<file path="config.mk">
export PLATFORM = sky130hd
export DESIGN_NAME = bdme_occ_update
export DESIGN_NICKNAME = d
export VERILOG_FILES = /design/src/rtl/core/bdme_pkg.sv /design/src/rtl/core/bdme_occ_update.sv
export SDC_FILE = /design/constraint.sdc
export NUM_CORES = 1
export LEC_CHECK = 0
export BUFFER_PORTS_ARGS = -buffer_cell sky130_fd_sc_hd__buf_4
export CAP_MARGIN = 20
export CORE_UTILIZATION = 40
export DETAILED_ROUTE_END_ITERATION = 10
export PLACE_DENSITY = 0.66
export SYNTH_ARGS = -nofsm -noshare
export SYNTH_HDL_FRONTEND = slang
export SYNTH_SLANG_ARGS = --single-unit
export TNS_END_PERCENT = 10
</file>
<file path="constraint.sdc">
create_clock -name vclk -period 16.4
set_input_delay 3.28 -clock vclk [all_inputs]
set_output_delay 3.28 -clock vclk [all_outputs]
set_load 0.1 [all_outputs]
</file>
<file path="src/rtl/core/bdme_pkg.sv">
// Shared types, constants and a helper function for the bin density move evaluator.
package bdme_pkg;

  // Default grid limits handed to the top level.
  localparam int MAX_COLS_DEF = 64;
  localparam int MAX_ROWS_DEF = 64;

  // Field and datapath widths.
  localparam int POS_W  = 24;  // signed die coordinates and bin edges
  localparam int SPAN_W = 12;  // overlap of one rectangle with one bin pitch
  localparam int AREA_W = 24;  // overlap area of one rectangle with one bin
  localparam int OCC_W  = 31;  // stored occupancy
  localparam int CAP_W  = 24;
  localparam int OVA_W  = 54;  // overflow accumulator, wide enough for any grid size
  localparam int OVF_W  = 33;  // reported overflow delta
  localparam int SQ_W   = 64;

  localparam logic [OCC_W-1:0] OCC_MAX = {OCC_W{1'b1}};

  // Commands.
  typedef enum logic [1:0] {
    CMD_PLACE  = 2'd0,
    CMD_EVAL   = 2'd1,
    CMD_COMMIT = 2'd2,
    CMD_CLEAR  = 2'd3
  } cmd_t;

  // Configuration register indexes.
  typedef enum logic [2:0] {
    REG_BINS_ACROSS = 3'd0,
    REG_BINS_DOWN   = 3'd1,
    REG_BIN_WIDTH   = 3'd2,
    REG_BIN_HEIGHT  = 3'd3,
    REG_CAPACITY    = 3'd4
  } reg_idx_t;

  // Sequencer states.
  typedef enum logic [3:0] {
    ST_CLEAR,
    ST_IDLE,
    ST_ROW,
    ST_COL,
    ST_MUL_NEW,
    ST_MUL_OLD,
    ST_UPDATE,
    ST_SQ_NEW,
    ST_SQ_OLD,
    ST_ACC,
    ST_FINISH
  } state_t;

  // Results of one occupancy update.
  typedef struct packed {
    logic [OCC_W-1:0] nocc;
    logic [OCC_W-1:0] excess_before;
    logic [OCC_W-1:0] excess_after;
    logic             clip;
  } occ_upd_t;

  // Length of the overlap of span [lo,hi) with span [blo,bhi).
  function automatic logic [SPAN_W-1:0] span_overlap(
    input logic signed [POS_W-1:0] lo,
    input logic signed [POS_W-1:0] hi,
    input logic signed [POS_W-1:0] blo,
    input logic signed [POS_W-1:0] bhi
  );
    logic signed [POS_W-1:0] a;
    logic signed [POS_W-1:0] b;
    logic signed [POS_W-1:0] d;
    a = (lo > blo) ? lo : blo;
    b = (hi < bhi) ? hi : bhi;
    d = b - a;
    return (b > a) ? d[SPAN_W-1:0] : '0;
  endfunction

endpackage

</file>
<file path="src/rtl/core/bdme_occ_update.sv">
// Occupancy update of one bin: clamped new occupancy and old and new excess over capacity.
module bdme_occ_update (
  input  logic [bdme_pkg::OCC_W-1:0]         occ,
  input  logic signed [bdme_pkg::AREA_W:0]   delta,
  input  logic [bdme_pkg::CAP_W-1:0]         capacity,
  output bdme_pkg::occ_upd_t                 upd
);

  localparam int SUM_W = bdme_pkg::OCC_W + 2;

  logic signed [SUM_W-1:0] sum;
  logic [bdme_pkg::OCC_W-1:0] nocc;
  logic [bdme_pkg::OCC_W-1:0] cap_ext;

  assign cap_ext = {{(bdme_pkg::OCC_W - bdme_pkg::CAP_W){1'b0}}, capacity};

  // Add the signed area change, clamp to the occupancy range, and form the excess
  // over capacity before and after.
  always_comb begin
    sum = $signed({2'b00, occ}) + SUM_W'(delta);
    upd.clip = 1'b0;
    if (sum < 0) begin
      nocc = '0;
      upd.clip = 1'b1;
    end else if (sum > $signed({2'b00, bdme_pkg::OCC_MAX})) begin
      nocc = bdme_pkg::OCC_MAX;
      upd.clip = 1'b1;
    end else begin
      nocc = sum[bdme_pkg::OCC_W-1:0];
    end
    upd.nocc = nocc;
    upd.excess_before = (occ > cap_ext) ? occ - cap_ext : '0;
    upd.excess_after  = (nocc > cap_ext) ? nocc - cap_ext : '0;
  end

endmodule
</file>
Word-level counts from Yosys, hierarchy flattened
Index checks and enable logic that the tools add are counted.

word-level totals
  bits in writable memories = 0
  bits in latches = 0
  bits in registers = 0
  memory bits (read-only) = 0
  output and inout bits = 94
  logic and storage cells = 13
  input bits = 80
  memories = 0

cells by class
  add/sub/neg operators = 3
  muxes and demuxes = 6
  divide/modulo/power cells = 0
  order comparisons = 4
  bitwise operators = 0
  multipliers = 0
  reductions and logical operators = 0
  shift-type cells = 0
  equal/unequal tests = 0

operator list
  cell                                                                    number
  31-bit two-way mux                                                      4
  31-bit by 24-bit > comparator with 1-bit output                         2
  31-bit by 24-bit subtractor with 31-bit output                          2
  32-bit by 25-bit adder with 33-bit output                               1
  33-bit by 32-bit > comparator with 1-bit output, second input constant  1
  33-bit by 1-bit < comparator with 1-bit output, second input constant   1
  1-bit two-way mux                                                       2

Logic depth before layout (Yosys ltp)
  depth after elaboration = 6
  gate-level depth with buffers = 25
  depth with buffers taken out = 24

Least setup slack after synthesis
Ideal clock, no wire load.

  kind = input port to output port
  start = input port occ[22] in the netlist's numbering
  end = output port upd[8] in the netlist's numbering
  stages on the path = 21
  required time = 13.120 ns
  setup slack = 1.395 ns
  arrival time = 11.725 ns
  path through = ha_1 a21oi_2 nand2_1 a221oi_2 nor3_1 or3_1 buf_2 and2_1 clkbuf_1 o21ai_0 ha_1 clkbuf_1 and4_1 and3_1 a22oi_1 o2111ai_1 and3_1 o31ai_1 and4_1 buf_4 nor3b_1

RTL lines
  element      line                  source
  from (decl)  bdme_occ_update.sv:3  input logic [bdme_pkg::OCC_W-1:0] occ,
  to (decl)    bdme_occ_update.sv:6  output bdme_pkg::occ_upd_t upd

==> qor.yml <==
antenna_found_initial: 0
drv_slew: 0
syn2layout_area_growth_pct: 27.5
min_from: "occ[30]"
slew-limit-headroom: 0.336
setup-tns-final_ns: 0
core_um2: 12700
routabilityCongestion: 0.897
crit_path_start: "delta[24]"
wl_per_cell_um: 16.1
finalNetCount: 1114
cts_resized: 0
num-fill-cells: 1329
cp_slowest_cell: "and4_1"
drt-pass1-iter-count: 5
crit_top_cell: "nor2_1"
cellLeakagePower_nw: 3.34
p_per_area_nw_per_um2: 150
grt-ovfl-total: 0
cp.arrival_ns: 9.97
postCtsSetupBuffers: 0
drcViolationCount: 0
hpwl_mm: 15.5
criticalPathCategory: "input pin to output pin"
portBuffers: 174
syn-num-nets: 959
multi_input_area_um2: 4930
grt_pass1_wl_mm: 28.1
period_share: 0.808
ioPinCount: 174
setup_viol: 0
die_h_um: 116
finish.utilization: 0.527
viasPerCell: 5.63
num_vias: 6293
yosysSeqAreaShare: 0
critical_path.max_stage_delay_ns: 0.90
syn_inst: 792
fmax_mhz: 75.5
drt_first_iter_violations: 379
seq_cells: 0
grt_usage: 0.259
worstSetupEndpointType: "output pin"
fp-row-count: 41
power_w: 0.00101
whs_ns: 6.99
period_needed_ns: 13.25
syn_area_um2: 5240
ys_warn_count: 0
regArea_um2: 0
crit_path_start_kind: "input pin"
drive_above_1_share: 0.210
rsz0062_at_grt: "no"
final_antenna_net_count: 0
dp_cells: 1117
wl_mm: 18.0
dieWidth_um: 116
layout.cells.non_filler: 1117
hold_path_depth: 3
ir_worst_vdd_uv: 116
ctsHoldBuffers: 0
hold_path_class: "input pin to output pin"
hold_viol_final: 0
cap_viol_max_count: 0
worstHoldEndpoint: "upd[62]"
clock_buffers: 0
initial_core_util: 0.413
grt_pass1_vias: 5738
synthesis.area_per_instance_um2: 6.61
crit_fanout: 30
diodes: 0
cp_cell_sequence: "buf_4, ha_1, a21o_1, a21o_1, a21oi_1, o21ai_0, o31ai_2, and2_1, nor2_1, nor2_1, inv_1, ha_1, nor2b_1, o21ai_0, nand2b_1, a221o_1, a22oi_1, o2111ai_1, and3_1, o31ai_1, and4_1, nor2_1, buf_4"
grt_max_degree: 31
worst_pin_slew_ns: 0.996
yosysUniqueCellTypes: 72
die_area_um2: 13600
required_ns: 13.12
status: "complete, no violations"
-- metal layers --
metal,vias up,wire length (um),share of wire,track usage
met5,-,0,0,0
met4,0,465,0.026,0.0650
met3,20,1110,0.062,0.0296
met2,203,8250,0.46,0.450
met1,2855,8170,0.45,0.338
li1,3215,-,-,-
-- critical path: cells and delay by family --
family / cells / cell delay [ns]
compound gates: 10 / 2.94
fa+ha+maj: 2 / 0.68
buf+inv: 3 / 0.53
simple gates: 8 / 2.53
-- cells by family (layout without fill, tap and decap cells) --
group / Yosys count / count (layout) / synth area share
buffers and inverters: 75 / 228 / 0.0583
AO/OA/AOI/OAI: 279 / 279 / 0.351
AND/OR/NAND/NOR: 279 / 279 / 0.254
multiplexers: 8 / 8 / 0.0170
adder cells (fa/ha/maj): 87 / 87 / 0.212
XOR/XNOR: 64 / 64 / 0.107
-- synth_stat cells, types with 7 or more instances --
| cell type | count | area, um2 |
|---|---|---|
| a21o_1 | 42 | 315 |
| o21a_1 | 7 | 52.6 |
| nand2_1 | 60 | 225 |
| nor2b_1 | 10 | 62.6 |
| xnor2_1 | 35 | 307 |
| a21oi_1 | 80 | 400 |
| or3_1 | 7 | 43.8 |
| nor2_1 | 102 | 383 |
| clkbuf_1 | 12 | 45.0 |
| nor3_1 | 28 | 140 |
| nand2b_1 | 9 | 56.3 |
| xor2_1 | 29 | 254 |
| a31oi_1 | 12 | 75.1 |
| o211ai_1 | 10 | 75.1 |
| and4_1 | 8 | 70.1 |
| o21ai_0 | 63 | 315 |
| ha_1 | 84 | 1050 |
| inv_1 | 53 | 199 |
| nand4_1 | 7 | 43.8 |
| and3_1 | 9 | 56.3 |
| nand3_1 | 15 | 75.1 |
-- worst max-delay path by stage --
stage,endpoint,slack (ns),cells past startpoint
4_1_cts,upd[31],3.21,23
3_5_place_dp,upd[3],3.21,23
2_1_floorplan,upd[8],1.40,21
3_3_place_gp,upd[31],3.40,23
5_1_grt,upd[29],2.61,23
6_report,upd[22],3.15,23
-- stage by stage --
step | setup slack (ns) | cell area [um2]
finish | 3.15 | 6680
global route | 2.61 | 6680
CTS | 3.21 | 6680
detailed placement | 3.21 | 6680
global placement | 3.40 | 6650
floorplan | 1.40 | 5240
-- power by group --
group          total (W)  switching [W]  internal (W)
Combinational    0.00101       0.000773      0.000232
Clock                  0              0             0
Sequential             0              0             0
-- placed cells by master, fill, tap and decap left out, drive strengths merged, types with 8 or more instances in the layout --
cell      n
nand2    60
and3      9
nand2b    9
o21ai    65
xor2     29
o211ai   10
xnor2    35
buf     175
a21o     42
inv      53
nor3     29
nor2    102
nor2b    10
a21oi    82
and4      8
a31oi    12
ha       84
nand3    15
-- cell type report --
class | count | area share
Multi-Input combinational cell | 717 | 0.738
Inverter | 53 | 0.0298
Timing Repair Buffer | 175 | 0.200
Tap cell | 172 | 0.0322
(Power assumes the default switching activity.)
